--- src/separable_box_sum_filter_top_assert.svh ---
// Assertion macros used by the separable box-sum filter top level.
`ifndef SEPARABLE_BOX_SUM_FILTER_TOP_ASSERT_SVH
`define SEPARABLE_BOX_SUM_FILTER_TOP_ASSERT_SVH
`ifndef SYNTHESIS
`define BSF_ASSERT_SAME(lbl, ante, cons, msg) \
    lbl: assert property (@(posedge aclk) disable iff (!aresetn) (ante) |-> (cons)) \
        else $error(msg);
`define BSF_ASSERT_NEXT(lbl, ante, cons, msg) \
    lbl: assert property (@(posedge aclk) disable iff (!aresetn) (ante) |=> (cons)) \
        else $error(msg);
`else
`define BSF_ASSERT_SAME(lbl, ante, cons, msg)
`define BSF_ASSERT_NEXT(lbl, ante, cons, msg)
`endif
`endif

--- src/bsf_pkg.sv ---
// Shared types, constants and width helpers for the box-sum filter.
`timescale 1ns / 1ps
package bsf_pkg;

    localparam int DEF_MAX_WIDTH  = 1024;
    localparam int DEF_MAX_HEIGHT = 1024;
    localparam int DEF_MAX_RADIUS = 7;
    localparam int DEF_PIXEL_BITS = 16;

    localparam int PIX_FIELD_W = 16;
    localparam int SUM_FIELD_W = 24;
    localparam int CFG_IDX_W   = 2;
    localparam int CFG_DATA_W  = 11;
    localparam int CFG_R_W     = 3;

    localparam logic REQ_PIXEL = 1'b0;
    localparam logic REQ_DRAIN = 1'b1;

    localparam logic [CFG_IDX_W-1:0] CFG_RADIUS = 2'd0;
    localparam logic [CFG_IDX_W-1:0] CFG_WIDTH  = 2'd1;
    localparam logic [CFG_IDX_W-1:0] CFG_HEIGHT = 2'd2;

    localparam logic [CFG_R_W-1:0]    RADIUS_RST = 3'd1;
    localparam logic [CFG_DATA_W-1:0] WIDTH_RST  = 11'd1024;
    localparam logic [CFG_DATA_W-1:0] HEIGHT_RST = 11'd1024;

    typedef struct packed {
        logic                   req_type;
        logic [PIX_FIELD_W-1:0] pixel;
    } bsf_in_t;

    typedef struct packed {
        logic [SUM_FIELD_W-1:0] box_sum;
        logic                   frame_end;
    } bsf_out_t;

    // Vertical stage controls for one column step.
    typedef struct packed {
        logic add;
        logic sub;
        logic base_zero;
    } bsf_vctl_t;

    // Horizontal stage controls for one column step.
    typedef struct packed {
        logic v_step;
        logic emit;
        logic tail_out;
        logic vc_zero;
        logic vc_last;
        logic in_leave;
        logic tail_leave;
        logic frame_end;
    } bsf_hctl_t;

    typedef struct packed {
        logic at_start;
        logic in_done;
    } bsf_stat_t;

    function automatic int pix_width(input int pixel_bits);
        return (pixel_bits < PIX_FIELD_W) ? pixel_bits : PIX_FIELD_W;
    endfunction

    function automatic int col_sum_width(input int pixel_bits, input int max_radius);
        return pix_width(pixel_bits) + $clog2(2 * max_radius + 1);
    endfunction

endpackage

--- src/bsf_horiz.sv ---
// Horizontal running sum over column sums, row tail handling and result register.
`timescale 1ns / 1ps
module bsf_horiz
    import bsf_pkg::*;
#(
    parameter int MAX_RADIUS = DEF_MAX_RADIUS,
    parameter int PIXEL_BITS = DEF_PIXEL_BITS
) (
    input  logic                                                aclk,
    input  logic                                                aresetn,
    input  logic                                                m_ready,
    input  logic                                                s2_valid,
    input  logic [col_sum_width(PIXEL_BITS, MAX_RADIUS)-1:0]    s2_v,
    input  bsf_hctl_t                                           s2_hctl,
    input  logic [$clog2(2*MAX_RADIUS+1)-1:0]                   tap_sel,
    output logic                                                adv,
    output logic                                                m_valid,
    output bsf_out_t                                            m_data
);

    localparam int TAPS  = 2 * MAX_RADIUS + 1;
    localparam int CS_W  = col_sum_width(PIXEL_BITS, MAX_RADIUS);
    localparam int HS_W  = CS_W + $clog2(TAPS);
    localparam int EXT_W = (HS_W > SUM_FIELD_W) ? HS_W : SUM_FIELD_W;

    logic [CS_W-1:0] hist_reg [TAPS];
    logic [HS_W-1:0] s_reg, t_reg;
    logic            m_valid_reg;
    bsf_out_t        m_data_reg;

    logic [HS_W-1:0] leave, s_new, t_new, res;
    logic [EXT_W-1:0] res_x;

    // The column sum that leaves the window is always the one taken 2R+1 steps
    // ago, both inside a row and for the tail of the row before.
    assign leave = HS_W'(hist_reg[tap_sel]);
    assign s_new = s2_hctl.vc_zero ? HS_W'(s2_v)
                                   : s_reg + HS_W'(s2_v) - (s2_hctl.in_leave ? leave : '0);
    assign t_new = t_reg - (s2_hctl.tail_leave ? leave : '0);
    assign res   = s2_hctl.tail_out ? t_new : s_new;
    assign res_x = EXT_W'(res);
    assign adv   = !m_valid_reg || m_ready;

    always_ff @(posedge aclk) begin
        if (adv && s2_valid && s2_hctl.v_step) begin
            hist_reg[0] <= s2_v;
            for (int i = 1; i < TAPS; i++) begin
                hist_reg[i] <= hist_reg[i-1];
            end
            s_reg <= s_new;
            if (s2_hctl.vc_last) begin
                t_reg <= s_new;
            end else if (s2_hctl.tail_out) begin
                t_reg <= t_new;
            end
        end
        if (adv) begin
            m_data_reg.box_sum   <= res_x[SUM_FIELD_W-1:0];
            m_data_reg.frame_end <= s2_hctl.frame_end;
        end
    end

    always_ff @(posedge aclk) begin
        if (!aresetn) begin
            m_valid_reg <= 1'b0;
        end else if (adv) begin
            m_valid_reg <= s2_valid && s2_hctl.emit;
        end
    end

    assign m_valid = m_valid_reg;
    assign m_data  = m_data_reg;

endmodule

--- config.mk ---
export PLATFORM = sky130hd
export DESIGN_NAME = bsf_horiz
export DESIGN_NICKNAME = d
export VERILOG_FILES = /design/src/separable_box_sum_filter_top_assert.svh /design/src/bsf_pkg.sv /design/src/bsf_horiz.sv
export SDC_FILE = /design/constraint.sdc
export NUM_CORES = 1
export LEC_CHECK = 0
export ABC_CLOCK_PERIOD_IN_PS = 28300
export BUFFER_PORTS_ARGS = -buffer_cell sky130_fd_sc_hd__buf_4
export CAP_MARGIN = 15
export CORE_MARGIN = 3
export CORE_UTILIZATION = 59
export CTS_CLUSTER_SIZE = 12
export DETAILED_ROUTE_END_ITERATION = 10
export HOLD_SLACK_MARGIN = 0.02
export PLACE_DENSITY = 0.76
export SYNTH_ARGS = -nofsm -noshare
export SYNTH_HDL_FRONTEND = slang
export SYNTH_SLANG_ARGS = --single-unit
--- constraint.sdc ---
create_clock -name aclk -period 28.3 [get_ports aclk]
set_input_delay 1.415 -clock aclk [delete_from_list [all_inputs] [get_ports aclk]]
set_output_delay 1.415 -clock aclk [all_outputs]
set_load 0.01 [all_outputs]
==> key figures, run 1 <==
Status
  – Status: finished, final reports clean

Synthesis
  – Main flop type after synthesis: edfxtp_1
  – Syn_area_per_cell: 15.3 µm²
  – Net Count, Synth: 1250
  – Post-synth EDFFs: 373
  – Synth unique cells: 61
  – Cell area after synthesis: 0.0176 mm²
  – Yosys reg bits: 374
  – Largest cells by area after synthesis: edfxtp_1 64%, mux4_2 10%, ha_1 3.1%
  – Async SR Flop Fraction: 0%
  – Area fraction of the dominant cell type after synthesis: 63.7%
  – Mapped Cells: 1149
  – Area leader, netlist: edfxtp_1
  – Sequential fraction of the synthesis area: 63.8%
  – YS warnings: 0

Worst hold path
  – Hold Startpoint: hist_reg[4][7]
  – End of the worst hold path: hist_reg[5][7]
  – Hold crit path type: reg2reg
  – Hold depth: 0

Setup path
  – Crit-path max FO: 44
  – Worst Setup End Kind: flop
  – CP cell instances: buf_4, buf_4, mux2i_1, o21ai_0, mux4_2, and2_1, ha_1, inv_1, ha_1, fa_1, a211oi_1, o21ai_0, a21oi_2, o41ai_4, a2111oi_1, o21bai_2, xnor2_1, o31ai_1
  – Cell family with most CP delay: compound AO/OA/AOI/OAI gates
  – Slowest stage cell, crit path: buf_4
  – CP peak stage delay: 770 ps
  – Worst R2R Setup Slack: 23600 ps
  – Worst R2R Path Depth: 14
  – Worst Path Buf+Inv: 3
  – Worst r2r dst: m_data[23]
  – Startpoint Class: input pin
  – CP Class: in2reg
  – FF-to-FF Start: hist_reg[3][1]
  – Crit path arrival time: 6660 ps
  – Worst EP required: 28560 ps

Final layout
  – Commonest non-fill, non-tap cells in the layout: 373 x edfxtp_1, 106 x inv_1, 82 x nand2_1
  – Layout cells sized above 1: 17.8%
  – Max FFs per register: 300
  – Layout area overhead: 11.3%
  – Final #Nets: 1312
  – N_diodes: 0
  – Most common cell after layout, fill and taps aside: edfxtp_1
  – Final Core Density: 67.4%

Power and ir drop
  – Total power draw: 0.00146 W
  – Worst VDD drop: 57.3 µV
  – Power Density: 74.5 mW/mm²
  – Leakage power: 7.21 nW

Floorplan
  – Initial Util: 60.6%
  – Core region area: 0.0290 mm²
  – # rows: 62
  – Die area: 0.0319 mm²
  – Chip Width: 179 µm
  – Die H: 179 µm
  – I/O pins: 63

STA
  – RSZ-0062 raised after global routing: no
  – Final hold vios: 0
  – Fin crit share: 22.6%
  – Crit path time final: 6400 ps
  – Fin. max-slew vios: 0
  – Total negative slack: 0 ps
  – Max Freq: 0.156 GHz
  – Final setup viols: 0
  – Worst-Margin Slew: 971 ps
  – Clk_skew: 12.0 ps
  – Worst relative slew slack: 35.3%

Global route
  – Congestion Overflow GR: 0
  – GR Util All Layers: 22.8%
  – Largest net degree at the start of global routing: 81
  – Vias in the first global route: 9972
  – First-pass GRT wire length: 55500 µm
  – Antenna violations before repair: 0

Clock tree
  – Later-pin clock latency in the skew report: 530 ps
  – Post-CTS setup buffer count: 0
  – Reg clk slew, reported paths: 60 ps
  – Total CTS buffers: 39
  – Post-CTS resize count: 0
  – Clk buf depth: 3
  – Num Clock Sinks: 374
  – TritonCTS clock tree: built
  – Root buf cell: clkbuf_16
  – Post-CTS Hold Fix Bufs: 0
  – H-tree lvl count: 2

Placement
  – Port Buffers: 62
  – RD Place Congestion: 0.869
  – Dpl hpwl: 22600 µm

Detailed routing
  – Drt drc: 0
  – Wire per inst: 21.7 µm
  – Routed via count: 9920
  – Via density: 6.13
  – Initial drt markers: 1046
  – DRT antenna net count: 0
  – Total wire length after detailed routing: 35100 µm
  – Total iterations of the first detailed-routing run: 6

Run
  – Max Cap Viol: 0
-- metrics by stage --
stage,setup slack [ps],hold WS [ps],area (µm²),std cells
global route,21410,448,19600,1618
detailed placement,21260,427,18400,1554
floorplan,15970,421,17600,1149
CTS,21820,442,19600,1618
global placement,21410,425,18400,1554
finish,21900,441,19600,1618
-- worst max path at each step --
| stage | start | endpoint | depth (start not counted) |
|---|---|---|---|
| 2_1_floorplan | m_ready | t_reg[0] | 3 |
| 3_3_place_gp | tap_sel[0] | m_data[23] | 18 |
| 3_5_place_dp | tap_sel[0] | m_data[23] | 16 |
| 4_1_cts | tap_sel[0] | m_data[23] | 16 |
| 5_1_grt | tap_sel[0] | m_data[23] | 16 |
| 6_report | tap_sel[0] | m_data[23] | 18 |
-- cell usage after synthesis (11+ instances only) --
cell	n
nand2_1	82
mux4_2	80
ha_1	44
mux2i_1	48
edfxtp_1	373
xnor2_1	21
fa_1	21
nand3_1	15
o21ai_0	57
xor2_1	15
nand2b_1	11
inv_1	106
a21oi_1	42
nor2_1	42
and2_1	23
clkbuf_1	36
a21o_1	14
-- layer usage --
metal / part of all wire (%) / global-route usage (%)
met5: 0 / 0
met4: 2.7 / 7.08
met3: 4.8 / 3.34
met2: 49 / 35.8
met1: 44 / 33.4
-- where the power goes --
part | switching [W] | internal (W) | total (W)
Combinational | 0.000181 | 0.000129 | 0.000310
Clock | 0.000203 | 0.000267 | 0.000470
Sequential | 0.0000150 | 0.000662 | 0.000677
Total | 0.000400 | 0.00106 | 0.00146
-- area by class of cell --
cell class              instances  area, µm²
clock buffers                  52       1030
clock inverters                12        120
fillers                      1957       9450
inverters                     106        398
multi-input cells             620       5780
flip-flops and latches        374      11200
well taps                     384        480
repair buffers                 70        526
-- logic make-up (layout without fill, tap and decap cells) --
kind of cell    Yosys count  count (layout)  synth area share, %
fa+ha+maj                65              65                 5.52
compound gates          172             172                 6.34
mux                     135             135                 13.4
xor+xnor                 36              36                 1.79
buf+inv                 155             240                 3.39
flops                   374             374                 63.8
simple gates            212             212                 5.71
-- worst reg2reg max path, delay by kind of cell (launching register included) --
family | cells | cell delay [ps]
adders and majority gates | 2 | 920
muxes | 2 | 1020
DFF | 1 | 400
AOI/OAI and AO/OA | 7 | 1630
buffers and inverters | 1 | 70
xor gates and xnor gates | 1 | 200
and+or+nand+nor | 1 | 210
Note: power is estimated with default switching activity, not from simulation.
==> run 2, diff against run 1 <==
Settings changed: ABC_CLOCK_PERIOD_IN_PS 28300 to 6000.
Clock period 28.3 ns to 6 ns, I/O delays scaled along.
==> key figures, run 2 (synthesized netlist as in run 1, its figures left out) <==
Setup path
  – Worst EP required: 6260 ps
  – CP peak stage delay: 620 ps
  – Startpoint Class: input pin
  – Worst Setup End Kind: flop
  – Slowest stage cell, crit path: buf_4
  – Crit path arrival time: 5020 ps
  – Cell family with most CP delay: compound AO/OA/AOI/OAI gates
  – Worst Path Buf+Inv: 3
  – CP Class: in2reg
  – CP cell instances: buf_4, buf_4, mux4_2, mux4_2, and2_1, fa_1, inv_1, ha_1, a21o_1, a21o_1, a21oi_1, o21ai_0, a2111oi_1, o21bai_2, xnor2_1, o31ai_1
  – Crit-path max FO: 67

Placement
  – Port Buffers: 62
  – Placed insts: 1554
  – Pre-CTS WS: 757 ps
  – RD Place Congestion: 0.908
  – Dpl hpwl: 22500 µm

Clock tree
  – Post-CTS resize count: 0
  – Total CTS buffers: 40
  – Later-pin clock latency in the skew report: 520 ps
  – Num Clock Sinks: 374
  – Root buf cell: clkbuf_16
  – H-tree lvl count: 2
  – Clk buf depth: 3
  – TritonCTS clock tree: built
  – Reg clk slew, reported paths: 60 ps

Final layout
  – Final #Nets: 1334
  – Final Core Density: 68.1%
  – Footprint of the multi-input gates: 0.00578 mm²
  – Layout area overhead: 12.4%
  – Most common cell after layout, fill and taps aside: edfxtp_1
  – Commonest non-fill, non-tap cells in the layout: 373 x edfxtp_1, 106 x inv_1, 82 x nand2_1
  – Sequential cell area: 0.0112 mm²
  – N_diodes: 0
  – Max FFs per register: 300
  – Layout Cells excl Fill: 1639
  – Layout cells sized above 1: 17.5%
  – # fillers: 1962

Run
  – Max Cap Viol: 0

Global route
  – GR Util All Layers: 22.7%
  – Congestion Overflow GR: 0
  – Grt peak-use layer: met2
  – Vias in the first global route: 10000
  – GRT met1 Usage: 33.6%
  – M3 GR Usage: 3.00%
  – Largest net degree at the start of global routing: 203
  – Antenna violations before repair: 0
  – Global Route met2 Usage: 35.8%
  – First-pass GRT wire length: 55400 µm

STA
  – Worst relative slew slack: 30.7%
  – Max Freq: 0.210 GHz
  – Fin crit share: 79.3%
  – Final WS setup: 1240 ps
  – Hold WS: 45.4 ps
  – Total negative slack: 0 ps
  – Clk_skew: 15.8 ps
  – Final setup viols: 0
  – RSZ-0062 raised after global routing: no
  – Worst-Margin Slew: 1040 ps
  – Fin. max-slew vios: 0
  – Crit path time final: 4760 ps
  – Final hold vios: 0

Floorplan
  – Initial Util: 60.6%
  – Core region area: 0.0290 mm²
  – Chip Width: 179 µm
  – I/O pins: 63
  – # rows: 62
  – Die H: 179 µm
  – Die area: 0.0319 mm²

Status
  – Status: finished, final reports clean

Power and ir drop
  – Leakage power: 7.30 nW
  – Worst VDD drop: 335 µV
  – Power Density: 345 mW/mm²

Worst hold path
  – Hold crit path type: in2reg

Detailed routing
  – Total iterations of the first detailed-routing run: 5
  – DRT antenna net count: 0
  – Via density: 6.03
  – Initial drt markers: 1046
  – Drt drc: 0
  – Total wire length after detailed routing: 35000 µm
  – Routed via count: 9886
  – Wire per inst: 21.4 µm
-- run 2: cell count changes in the layout (fill, tap and decap cells not counted), sizes merged --
cell | previous run | this run
dlygate4sd3 | 0 | 21
clkbuf | 52 | 50
bufinv | 1 | 0
clkinv | 10 | 13
-- run 2: power breakdown --
group / total [W] / switching (W) / leakage [nW] / internal (W)
Combinational: 0.00147 / 0.000856 / 3.23 / 0.000618
Sequential: 0.00319 / 0.0000712 / 3.53 / 0.00312
Clock: 0.00216 / 0.000941 / 0.547 / 0.00122
Total: 0.00683 / 0.00187 / 7.30 / 0.00496
-- run 2: final timing paths --
check / startpoint / end / slack [ps] / cells past startpoint
setup / recovery: tap_sel[1] / m_data[23] / 1240 / 16
hold / removal: aresetn / m_valid / 50 / 2
setup reg to reg: hist_reg[7][0] / m_data[23] / 1340 / 15
hold reg to reg: hist_reg[10][15] / hist_reg[11][15] / 440 / 0
-- run 2: stage by stage --
step	total power, W	cell area, µm²
2_1_floorplan	0.00427	17600
3_3_place_gp	0.00464	18400
3_5_place_dp	0.00469	18400
4_1_cts	0.00687	19800
5_1_grt	0.00716	19800
6_report	0.00683	19800
-- run 2: repair_timing --
action | CTS | global route
hold buffers | 21 | 0
hold endpoints to repair | 21 | 0
setup buffers | 0 | 0
-- run 2: metal layers --
layer | vias to the layer above | routed length [µm]
met1 | 4942 | 15300
met3 | 58 | 1930
met5 | - | 0
met4 | 0 | 906
li1 | 4531 | -
met2 | 355 | 16900
-- run 2: cell type report --
cell class,count,area share [%]
Clock inverter,14,0.386
Clock buffer,50,5.25
Tap cell,384,2.43
Inverter,106,2.01
Timing Repair Buffer,91,3.91
Sequential cell,374,56.8
Multi-Input combinational cell,620,29.3
