<file path="config.mk">
export PLATFORM = sky130hd
export DESIGN_NAME = bsf_ctrl
export DESIGN_NICKNAME = d
export VERILOG_FILES = /design/src/separable_box_sum_filter_top_assert.svh /design/src/bsf_pkg.sv /design/src/bsf_ctrl.sv
export SDC_FILE = /design/constraint.sdc
export NUM_CORES = 1
export LEC_CHECK = 0
export BUFFER_PORTS_ARGS = -buffer_cell sky130_fd_sc_hd__buf_2
export CAP_MARGIN = 20
export CORE_ASPECT_RATIO = 1.75
export CORE_MARGIN = 4
export CORE_UTILIZATION = 63
export DETAILED_ROUTE_END_ITERATION = 6
export PLACE_DENSITY_LB_ADDON = 0.3
export SLEW_MARGIN = 40
export SYNTH_ARGS = -nofsm -noshare
export SYNTH_HDL_FRONTEND = slang
export SYNTH_SLANG_ARGS = --single-unit
</file>
<file path="constraint.sdc">
create_clock -name aclk -period 10.8 [get_ports aclk]
set_input_delay 1.62 -clock aclk [delete_from_list [all_inputs] [get_ports aclk]]
set_output_delay 1.62 -clock aclk [all_outputs]
set_load 0.03 [all_outputs]
</file>
<file path="src/separable_box_sum_filter_top_assert.svh">
// Assertion macros used by the separable box-sum filter top level.
`ifndef SEPARABLE_BOX_SUM_FILTER_TOP_ASSERT_SVH
`define SEPARABLE_BOX_SUM_FILTER_TOP_ASSERT_SVH
`ifndef SYNTHESIS
`define BSF_ASSERT_SAME(lbl, ante, cons, msg) \
    lbl: assert property (@(posedge aclk) disable iff (!aresetn) (ante) |-> (cons)) \
        else $error(msg);
`define BSF_ASSERT_NEXT(lbl, ante, cons, msg) \
    lbl: assert property (@(posedge aclk) disable iff (!aresetn) (ante) |=> (cons)) \
        else $error(msg);
`else
`define BSF_ASSERT_SAME(lbl, ante, cons, msg)
`define BSF_ASSERT_NEXT(lbl, ante, cons, msg)
`endif
`endif

</file>
<file path="src/bsf_pkg.sv">
// Shared types, constants and width helpers for the box-sum filter.
`timescale 1ns / 1ps
package bsf_pkg;

    localparam int DEF_MAX_WIDTH  = 1024;
    localparam int DEF_MAX_HEIGHT = 1024;
    localparam int DEF_MAX_RADIUS = 7;
    localparam int DEF_PIXEL_BITS = 16;

    localparam int PIX_FIELD_W = 16;
    localparam int SUM_FIELD_W = 24;
    localparam int CFG_IDX_W   = 2;
    localparam int CFG_DATA_W  = 11;
    localparam int CFG_R_W     = 3;

    localparam logic REQ_PIXEL = 1'b0;
    localparam logic REQ_DRAIN = 1'b1;

    localparam logic [CFG_IDX_W-1:0] CFG_RADIUS = 2'd0;
    localparam logic [CFG_IDX_W-1:0] CFG_WIDTH  = 2'd1;
    localparam logic [CFG_IDX_W-1:0] CFG_HEIGHT = 2'd2;

    localparam logic [CFG_R_W-1:0]    RADIUS_RST = 3'd1;
    localparam logic [CFG_DATA_W-1:0] WIDTH_RST  = 11'd1024;
    localparam logic [CFG_DATA_W-1:0] HEIGHT_RST = 11'd1024;

    typedef struct packed {
        logic                   req_type;
        logic [PIX_FIELD_W-1:0] pixel;
    } bsf_in_t;

    typedef struct packed {
        logic [SUM_FIELD_W-1:0] box_sum;
        logic                   frame_end;
    } bsf_out_t;

    // Vertical stage controls for one column step.
    typedef struct packed {
        logic add;
        logic sub;
        logic base_zero;
    } bsf_vctl_t;

    // Horizontal stage controls for one column step.
    typedef struct packed {
        logic v_step;
        logic emit;
        logic tail_out;
        logic vc_zero;
        logic vc_last;
        logic in_leave;
        logic tail_leave;
        logic frame_end;
    } bsf_hctl_t;

    typedef struct packed {
        logic at_start;
        logic in_done;
    } bsf_stat_t;

    function automatic int pix_width(input int pixel_bits);
        return (pixel_bits < PIX_FIELD_W) ? pixel_bits : PIX_FIELD_W;
    endfunction

    function automatic int col_sum_width(input int pixel_bits, input int max_radius);
        return pix_width(pixel_bits) + $clog2(2 * max_radius + 1);
    endfunction

endpackage

</file>
<file path="src/bsf_ctrl.sv">
// Configuration registers, frame position counters and per-step control decode.
`timescale 1ns / 1ps
module bsf_ctrl
    import bsf_pkg::*;
#(
    parameter int MAX_WIDTH  = DEF_MAX_WIDTH,
    parameter int MAX_HEIGHT = DEF_MAX_HEIGHT,
    parameter int MAX_RADIUS = DEF_MAX_RADIUS
) (
    input  logic                                    aclk,
    input  logic                                    aresetn,
    input  logic                                    cfg_valid,
    input  logic [CFG_IDX_W-1:0]                    cfg_index,
    input  logic [CFG_DATA_W-1:0]                   cfg_wdata,
    input  logic                                    accept,
    input  logic                                    req_type,
    output logic                                    step_valid,
    output logic [$clog2(MAX_WIDTH)-1:0]            step_col,
    output logic [$clog2(2*MAX_RADIUS+2)-1:0]       wr_slot,
    output logic [$clog2(2*MAX_RADIUS+2)-1:0]       rd_slot,
    output logic [$clog2(2*MAX_RADIUS+1)-1:0]       tap_sel,
    output bsf_vctl_t                               vctl,
    output bsf_hctl_t                               hctl,
    output bsf_stat_t                               status
);

    localparam int TAPS   = 2 * MAX_RADIUS + 1;
    localparam int LINES  = TAPS + 1;
    localparam int COL_W  = $clog2(MAX_WIDTH);
    localparam int W_W    = $clog2(MAX_WIDTH + 1);
    localparam int SR_W   = $clog2(MAX_HEIGHT + MAX_RADIUS + 1);
    localparam int SLOT_W = $clog2(LINES);
    localparam int TAP_W  = $clog2(TAPS);
    localparam int CW     = ((W_W > SR_W) ? W_W : SR_W) + 2;

    logic [CFG_R_W-1:0]    radius_reg, radius_next;
    logic [CFG_DATA_W-1:0] width_reg, width_next;
    logic [CFG_DATA_W-1:0] height_reg, height_next;
    logic [SR_W-1:0]       sr_reg, sr_next;
    logic [COL_W-1:0]      col_reg, col_next;
    logic [SLOT_W-1:0]     slot_reg, slot_next;
    logic                  in_done_reg, in_done_next;

    logic [CW-1:0]     eff_w, eff_h, eff_r, two_r1, sr_x, col_x;
    logic [SLOT_W:0]   rd_sum;
    logic              pix_step, drn_step, col_last, fend, cfg_hit;

    always_comb begin
        if (width_reg == '0) begin
            eff_w = CW'(1);
        end else if (CW'(width_reg) > CW'(MAX_WIDTH)) begin
            eff_w = CW'(MAX_WIDTH);
        end else begin
            eff_w = CW'(width_reg);
        end
        if (height_reg == '0) begin
            eff_h = CW'(1);
        end else if (CW'(height_reg) > CW'(MAX_HEIGHT)) begin
            eff_h = CW'(MAX_HEIGHT);
        end else begin
            eff_h = CW'(height_reg);
        end
        eff_r = CW'(radius_reg);
        if (eff_r > CW'(MAX_RADIUS)) eff_r = CW'(MAX_RADIUS);
        if (eff_r > eff_w - 1'b1) eff_r = eff_w - 1'b1;
        if (eff_r > eff_h - 1'b1) eff_r = eff_h - 1'b1;
    end

    assign two_r1   = (eff_r << 1) + 1'b1;
    assign sr_x     = CW'(sr_reg);
    assign col_x    = CW'(col_reg);
    assign col_last = (col_x == eff_w - 1'b1);
    assign pix_step = accept && (req_type == REQ_PIXEL) && !in_done_reg;
    assign drn_step = accept && (req_type == REQ_DRAIN) && in_done_reg;

    // With a nonzero radius the frame closes on the last horizontal tail step,
    // which follows the final column sweep by radius steps.
    assign fend = (eff_r == '0) ? ((sr_x == eff_h - 1'b1) && col_last)
                                : ((sr_x == eff_h + eff_r) && (col_x == eff_r - 1'b1));

    assign step_valid = pix_step || drn_step;
    assign step_col   = col_reg;
    assign wr_slot    = slot_reg;
    assign rd_sum     = (SLOT_W+1)'(slot_reg) + (SLOT_W+1)'(LINES) - (SLOT_W+1)'(two_r1);
    assign rd_slot    = (rd_sum >= (SLOT_W+1)'(LINES)) ? SLOT_W'(rd_sum - (SLOT_W+1)'(LINES))
                                                       : SLOT_W'(rd_sum);
    assign tap_sel    = TAP_W'(eff_r << 1);

    assign vctl.add       = pix_step;
    assign vctl.sub       = (sr_x >= two_r1);
    assign vctl.base_zero = (sr_x == '0);

    assign hctl.v_step     = (sr_x >= eff_r);
    assign hctl.emit       = (sr_x >= eff_r) && ((col_x >= eff_r) || (sr_x > eff_r));
    assign hctl.tail_out   = (col_x < eff_r);
    assign hctl.vc_zero    = (col_x == '0);
    assign hctl.vc_last    = col_last;
    assign hctl.in_leave   = (col_x >= two_r1);
    assign hctl.tail_leave = ((col_x + eff_w) >= two_r1);
    assign hctl.frame_end  = fend;

    assign status.at_start = (sr_reg == '0) && (col_reg == '0);
    assign status.in_done  = in_done_reg;

    assign cfg_hit = cfg_valid && ((cfg_index == CFG_RADIUS) || (cfg_index == CFG_WIDTH) ||
                                   (cfg_index == CFG_HEIGHT));

    always_comb begin
        radius_next  = radius_reg;
        width_next   = width_reg;
        height_next  = height_reg;
        sr_next      = sr_reg;
        col_next     = col_reg;
        slot_next    = slot_reg;
        in_done_next = in_done_reg;
        if (cfg_valid) begin
            case (cfg_index)
                CFG_RADIUS: radius_next = cfg_wdata[CFG_R_W-1:0];
                CFG_WIDTH:  width_next  = cfg_wdata;
                CFG_HEIGHT: height_next = cfg_wdata;
                default:    ;
            endcase
        end
        if (cfg_hit || (step_valid && fend)) begin
            sr_next      = '0;
            col_next     = '0;
            slot_next    = '0;
            in_done_next = 1'b0;
        end else if (step_valid) begin
            if (col_last) begin
                col_next  = '0;
                sr_next   = SR_W'(sr_x + 1'b1);
                slot_next = (slot_reg == SLOT_W'(LINES - 1)) ? '0 : slot_reg + 1'b1;
            end else begin
                col_next = COL_W'(col_x + 1'b1);
            end
            if (pix_step && (sr_x == eff_h - 1'b1) && col_last) begin
                in_done_next = 1'b1;
            end
        end
    end

    always_ff @(posedge aclk) begin
        if (!aresetn) begin
            radius_reg  <= RADIUS_RST;
            width_reg   <= WIDTH_RST;
            height_reg  <= HEIGHT_RST;
            sr_reg      <= '0;
            col_reg     <= '0;
            slot_reg    <= '0;
            in_done_reg <= 1'b0;
        end else begin
            radius_reg  <= radius_next;
            width_reg   <= width_next;
            height_reg  <= height_next;
            sr_reg      <= sr_next;
            col_reg     <= col_next;
            slot_reg    <= slot_next;
            in_done_reg <= in_done_next;
        end
    end

endmodule

</file>
==> flow_summary.ini, run 1 <==
[status]
status = completed

[synthesis]
synth.top_cell.area_share = 0.177
yosysMostFrequentCell = ha_1
syn_inst = 891
async_flop_share = 0
synth-edff-count = 0
yosys-top-cells-count = ha_1 (98), nand2_1 (65), xnor2_1 (63), nor2_1 (60), dfxtp_1 (51)
synth_flop_cell = dfxtp_1
ys_ff_latch = 51
synth.cell_area_mm2 = 0.00692
yosysSeqAreaShare = 0.147
synth_top_cell_by_area = ha_1
yosysUniqueCellTypes = 85
syn_avg_cell_area_um2 = 7.77
yosysWarnings = 0
synthTopCellsByArea = ha_1 (18%), dfxtp_1 (15%), xnor2_1 (8.0%)

[worst_hold_path]
holdCritPathClass = flip-flop to flip-flop
hold-path-cell-count = 2

[floorplan]
die_height_um = 147
rows = 50
die-area_mm2 = 0.0128
dieWidth_um = 87.3
fp.coreArea_mm2 = 0.0107
start_util = 0.647
pin_count = 54

[setup_path]
crit_top_cell = ha_1
cp-start-kind = flip-flop
crit_slowest_cell = or4_4
critical_path_required_ps = 9180
path_buf_inv = 4
max_stage_delay_ps = 630
path_depth = 32
crit_path_end_kind = output pin
worstPathArrival_ps = 8730
reg2reg_depth = 31
crit_family = simple AND/OR/NAND/NOR gates
path_max_fanout = 15
crit_type = flip-flop to output pin

[clock_tree]
clock_path_buffers = 2
cts_buffers = 5
cts_hold_buffers = 0
clock_sinks = 51
ctsRootBufferMaster = clkbuf_16
htreeDepth = 2
cts_tree = yes
clk_latency_ps = 300
clk_pin_slew_ps = 70

[finish]
fin_cells = 1067
syn_to_final_growth_pct = 8.66
antenna_cells = 0
drive_gt1_frac = 0.131
fin_nets = 1055
utilization = 0.703
regArea_mm2 = 0.00102
num-fill-cells = 959
multiInputGateArea_mm2 = 0.00563

[sta]
setup_viol = 0
min_period_ps = 10350
setup_slack_ps = 449
maxSlewHeadroom = 0.436
setup_tns_ps = 0
finalCritPeriodShare = 0.958
clock_skew_ps = 6.97
max_freq_mhz = 96.6
hold_viol = 0
worstMarginPinSlew_ps = 845
slew_violations = 0

[power]
p_per_area_mw_per_mm2 = 75.9
irDropWorstVdd_mv = 0.0719
internal_power_mw = 0.358
clkPwrFrac = 0.293
switchingPower_mw = 0.213
p_leak_nw = 3.42
finalPower_mw = 0.571
pwr-share-comb = 0.361
p_sw_frac = 0.372
seq_power_share = 0.346

[route]
antenna_left = 0
first_pass_iters = 5
dr_wl_met2_um = 10600
wl_met3_um = 1260
topRoutingLayerUsed = met4
wl_met1_um = 7730
wl_per_cell_um = 20.2
vias = 6949
drt_iter0_markers = 435
drc = 0
via_per_inst = 6.51
postRouteWirelength_um = 21600

[place]
dp.cells = 1053
gp_congestion = 1.00
dpl_worst_slack_ps = 416
dp_hpwl_um = 17500
port_buffers = 52

[global_routing]
grt_max_degree = 27
grt_usage = 0.335
grt-ovfl-total = 0
grt_pass1_vias = 6859
antenna_found_initial = 0
grt_pass1_wl_um = 33900

[run]
maxCapViolations = 0
tightest hold or removal path: cells and delay by family (launching register included):
family	cells	cell delay (ps)
flip-flops	1	320
AND/OR/NAND/NOR	2	130
cells in the final DEF (no fill, tap or decap), drive strengths merged, types with 6 or more instances in the layout:
| cell type | synthesis | routed |
|---|---|---|
| clkbuf | 24 | 6 |
| nand2 | 65 | 65 |
| nand4 | 29 | 29 |
| nand3 | 39 | 39 |
| a21oi | 46 | 46 |
| a21boi | 14 | 14 |
| nand2b | 7 | 7 |
| and3 | 7 | 7 |
| dfxtp | 51 | 51 |
| o21bai | 7 | 7 |
| o21a | 16 | 16 |
| and2 | 7 | 7 |
| buf | 16 | 68 |
| o21ai | 26 | 26 |
| mux2i | 12 | 12 |
| xor2 | 13 | 13 |
| nor4 | 13 | 13 |
| inv | 45 | 45 |
| a21o | 29 | 29 |
| nor3 | 40 | 40 |
| xnor2 | 64 | 64 |
| nor2 | 70 | 70 |
| or3 | 6 | 6 |
| nor2b | 35 | 35 |
| or4 | 7 | 7 |
| a211oi | 8 | 8 |
| ha | 98 | 98 |
| o211ai | 9 | 9 |
| a31oi | 12 | 12 |
| conb | 2 | 12 |
stage by stage:
stage | area (um^2) | hold slack, ps
detailed placement | 7280 | 487
finish | 7520 | 497
floorplan | 6960 | 465
global placement | 7270 | 453
CTS | 7440 | 504
global route | 7520 | 536
power groups by stage:
| stage | registers, mW | logic [mW] | clock network, mW |
|---|---|---|---|
| 2_1_floorplan | 0.199 | 0.141 | 0 |
| 3_3_place_gp | 0.202 | 0.192 | 0 |
| 3_5_place_dp | 0.202 | 0.196 | 0 |
| 4_1_cts | 0.198 | 0.197 | 0.168 |
| 5_1_grt | 0.198 | 0.225 | 0.176 |
| 6_report | 0.198 | 0.206 | 0.167 |
layout make-up:
| type | count | area share |
|---|---|---|
| multi-input combinational | 763 | 0.748 |
| sequential | 51 | 0.136 |
| timing repair buffer | 68 | 0.0509 |
| inverter | 47 | 0.0234 |
| tap | 130 | 0.0216 |
| clock buffer | 6 | 0.0185 |
| clock inverter | 2 | 0.00216 |
cells by family (layout without fill, tap and decap cells):
logic type,Yosys count,in the layout,synth area share
other,2,12,0.00108
muxes,12,12,0.0173
adders and majority gates,101,101,0.186
buffers and inverters,87,123,0.0528
xor gates and xnor gates,77,77,0.0985
DFF,51,51,0.147
AOI/OAI and AO/OA,210,210,0.220
and+or+nand+nor,351,351,0.277
path summary, 6_finish.rpt:
kind / slack (ps) / from / end
worst min-delay path: 500 / width_reg[10] / width_reg[10]
worst max register to register: 2300 / width_reg[5] / sr_reg[10]
worst max-delay path: 450 / width_reg[5] / hctl[0]
worst min register to register: 500 / width_reg[10] / width_reg[10]
what timing repair did:
item,in CTS,in global routing
setup buffers,0,6
endpoints found under the setup margin,0,1
resized for setup,0,8
per-layer routing:
layer,global-route usage,vias to the layer above
met3,0.0463,129
met1,0.353,3153
met2,0.577,331
met4,0.258,0
met5,0,-
li1,-,3336
(Power assumes the default switching activity.)
==> run 2: changes to the inputs <==
--- a/config.mk
+++ b/config.mk
@@ -11,6 +11,7 @@
 export CORE_MARGIN = 4
 export CORE_UTILIZATION = 63
 export DETAILED_ROUTE_END_ITERATION = 6
+export MAX_ROUTING_LAYER = met4
 export PLACE_DENSITY_LB_ADDON = 0.3
 export SLEW_MARGIN = 40
 export SYNTH_ARGS = -nofsm -noshare
==> constraint.sdc (replaced) <==
create_clock -name aclk -period 10.25 [get_ports aclk]
set_input_delay 1.5375 -clock aclk [delete_from_list [all_inputs] [get_ports aclk]]
set_output_delay 1.5375 -clock aclk [all_outputs]
set_load 0.03 [all_outputs]
==> run 2 against run 1 <==
Against the previous run:
- sequential cell count is the same
- sequential share of layout area is essentially flat
- die area is the same
- global-route usage grew 1.9 points
- utilization grew 0.11 points
- critical path depth shrank 1
- largest power group unchanged
- sequential power grew 5%
- first-iteration DRC count grew 27%
- largest cell class unchanged
- register-to-register slack gained 170 ps
- combinational power grew 6%
==> flow_summary.ini, run 2 (synthesis gave the netlist of run 1 again) <==
[status]
status = completed

[sta]
setup_viol = 0
worstMarginPinSlew_ps = 859
finalCritPeriodShare = 0.966
max_freq_mhz = 101
min_period_ps = 9900
hold_viol = 0
clock_skew_ps = 7.23
slew_violations = 0
maxSlewHeadroom = 0.427
hold_ws_ps = 506

[clock_tree]
cts_buffers = 5
clock_sinks = 51
cts_tree = yes
clk_pin_slew_ps = 70
cts_hold_buffers = 0
clk_latency_ps = 300
ctsRootBufferMaster = clkbuf_16
clock_path_buffers = 2
htreeDepth = 2

[floorplan]
die-area_mm2 = 0.0128
pin_count = 54
die_height_um = 147
rows = 50
dieWidth_um = 87.3
fp.coreArea_mm2 = 0.0107
start_util = 0.647

[place]
port_buffers = 52
gp_congestion = 1.05
dp_hpwl_um = 17400
dp.cells = 1058

[route]
vias = 7258
wl_per_cell_um = 20.6
antenna_left = 0
drc = 0
first_pass_iters = 5
drt_iter0_markers = 554
postRouteWirelength_um = 22100
via_per_inst = 6.78

[setup_path]
rrSetupSlack_ps = 2470
crit_top_cell = ha_1
path_buf_inv = 4
reg2reg_from = width_reg[6]
crit_path_end_kind = output pin
crit_family = simple AND/OR/NAND/NOR gates
timing.rr.end = step_col[5]
cp-start-kind = flip-flop
crit_type = flip-flop to output pin
max_stage_delay_ps = 680
critical_path_required_ps = 8710
path_max_fanout = 12
worstPathArrival_ps = 8360
crit_slowest_cell = or4b_2
reg2reg_depth = 32

[power]
p_per_area_mw_per_mm2 = 80.1
irDropWorstVdd_mv = 0.0887
p_leak_nw = 3.43

[finish]
num-fill-cells = 927
drive_gt1_frac = 0.135
fin_nets = 1058
layout_common_cells = ha_1 (97), nand2_1 (65), xnor2_1 (63)
fin_cells = 1070
final_common_cell = ha_1
antenna_cells = 0
syn_to_final_growth_pct = 8.82

[worst_hold_path]
holdCritPathClass = flip-flop to flip-flop
hold_path.startpoint = width_reg[9]
whs_endpoint = width_reg[9]
hold-path-cell-count = 2

[global_routing]
grt_pass1_wl_um = 35100
grt_max_degree = 27
antenna_found_initial = 0
grt-ovfl-total = 0
grt_usage = 0.354
grt_pass1_vias = 7116

[run]
maxCapViolations = 0
## run 2: cell types whose count changed in the layout (fill, tap and decap cells not counted), sizes merged
cell,before,now
buf,68,71
## run 2: worst reg2reg max path: cells and delay by family (launching register included)
family	cells	cell delay (ps)
AOI/OAI and AO/OA	8	2010
and+or+nand+nor	14	3000
xor gates and xnor gates	2	390
adders and majority gates	4	1120
DFF	1	400
buffers and inverters	4	750
## run 2: worst max path at each step
| stage | from | end | slack, ps | cells past startpoint |
|---|---|---|---|---|
| after floorplan | width_reg[5] | hctl[0] | 80 | 33 |
| after global placement | width_reg[8] | hctl[0] | 640 | 31 |
| after detailed placement | width_reg[8] | hctl[0] | 460 | 31 |
| after CTS | width_reg[8] | hctl[0] | 40 | 31 |
| after global routing | width_reg[6] | hctl[0] | -60 | 31 |
| final | width_reg[6] | hctl[0] | 350 | 31 |
## run 2: metrics by stage
stage | total power [mW] | setup TNS (ps) | instance area [um^2] | worst slack [ps] | util
floorplan | 0.359 | 0 | 6960 | 78.9 | -
global placement | 0.417 | 0 | 7310 | 638 | 0.683
detailed placement | 0.421 | 0 | 7320 | 459 | 0.684
CTS | 0.596 | 0 | 7470 | 42.1 | 0.699
global route | 0.631 | -57.9 | 7530 | -57.9 | 0.704
finish | 0.604 | 0 | 7530 | 351 | 0.704
## run 2: area by class of cell
type                    instances  area [um^2]  area share
well taps                     130          163      0.0216
flip-flops and latches         51         1020       0.136
clock buffers                   6          139      0.0184
repair buffers                 71          405      0.0538
multi-input cells             763         5610       0.745
clock inverters                 2         16.3     0.00216
inverters                      47          176      0.0234
## run 2: routing by layer
metal,up-vias,global-route usage,wire [um]
li1,3342,-,-
met1,3352,0.357,7600
met2,407,0.592,10900
met3,157,0.0497,1500
met4,0,0.280,2030
met5,-,-,0
## run 2: power by group
part           leakage, nW  internal, mW  total [mW]  switching, mW
logic                 2.95        0.0780       0.218          0.140
registers            0.413         0.202       0.208        0.00650
clock network       0.0731        0.0978       0.177         0.0796
total                 3.43         0.378       0.604          0.226
## run 2: repair_timing
item,in CTS,in global routing
setup buffers,0,4
endpoints found under the setup margin,0,1
resized for setup,0,9
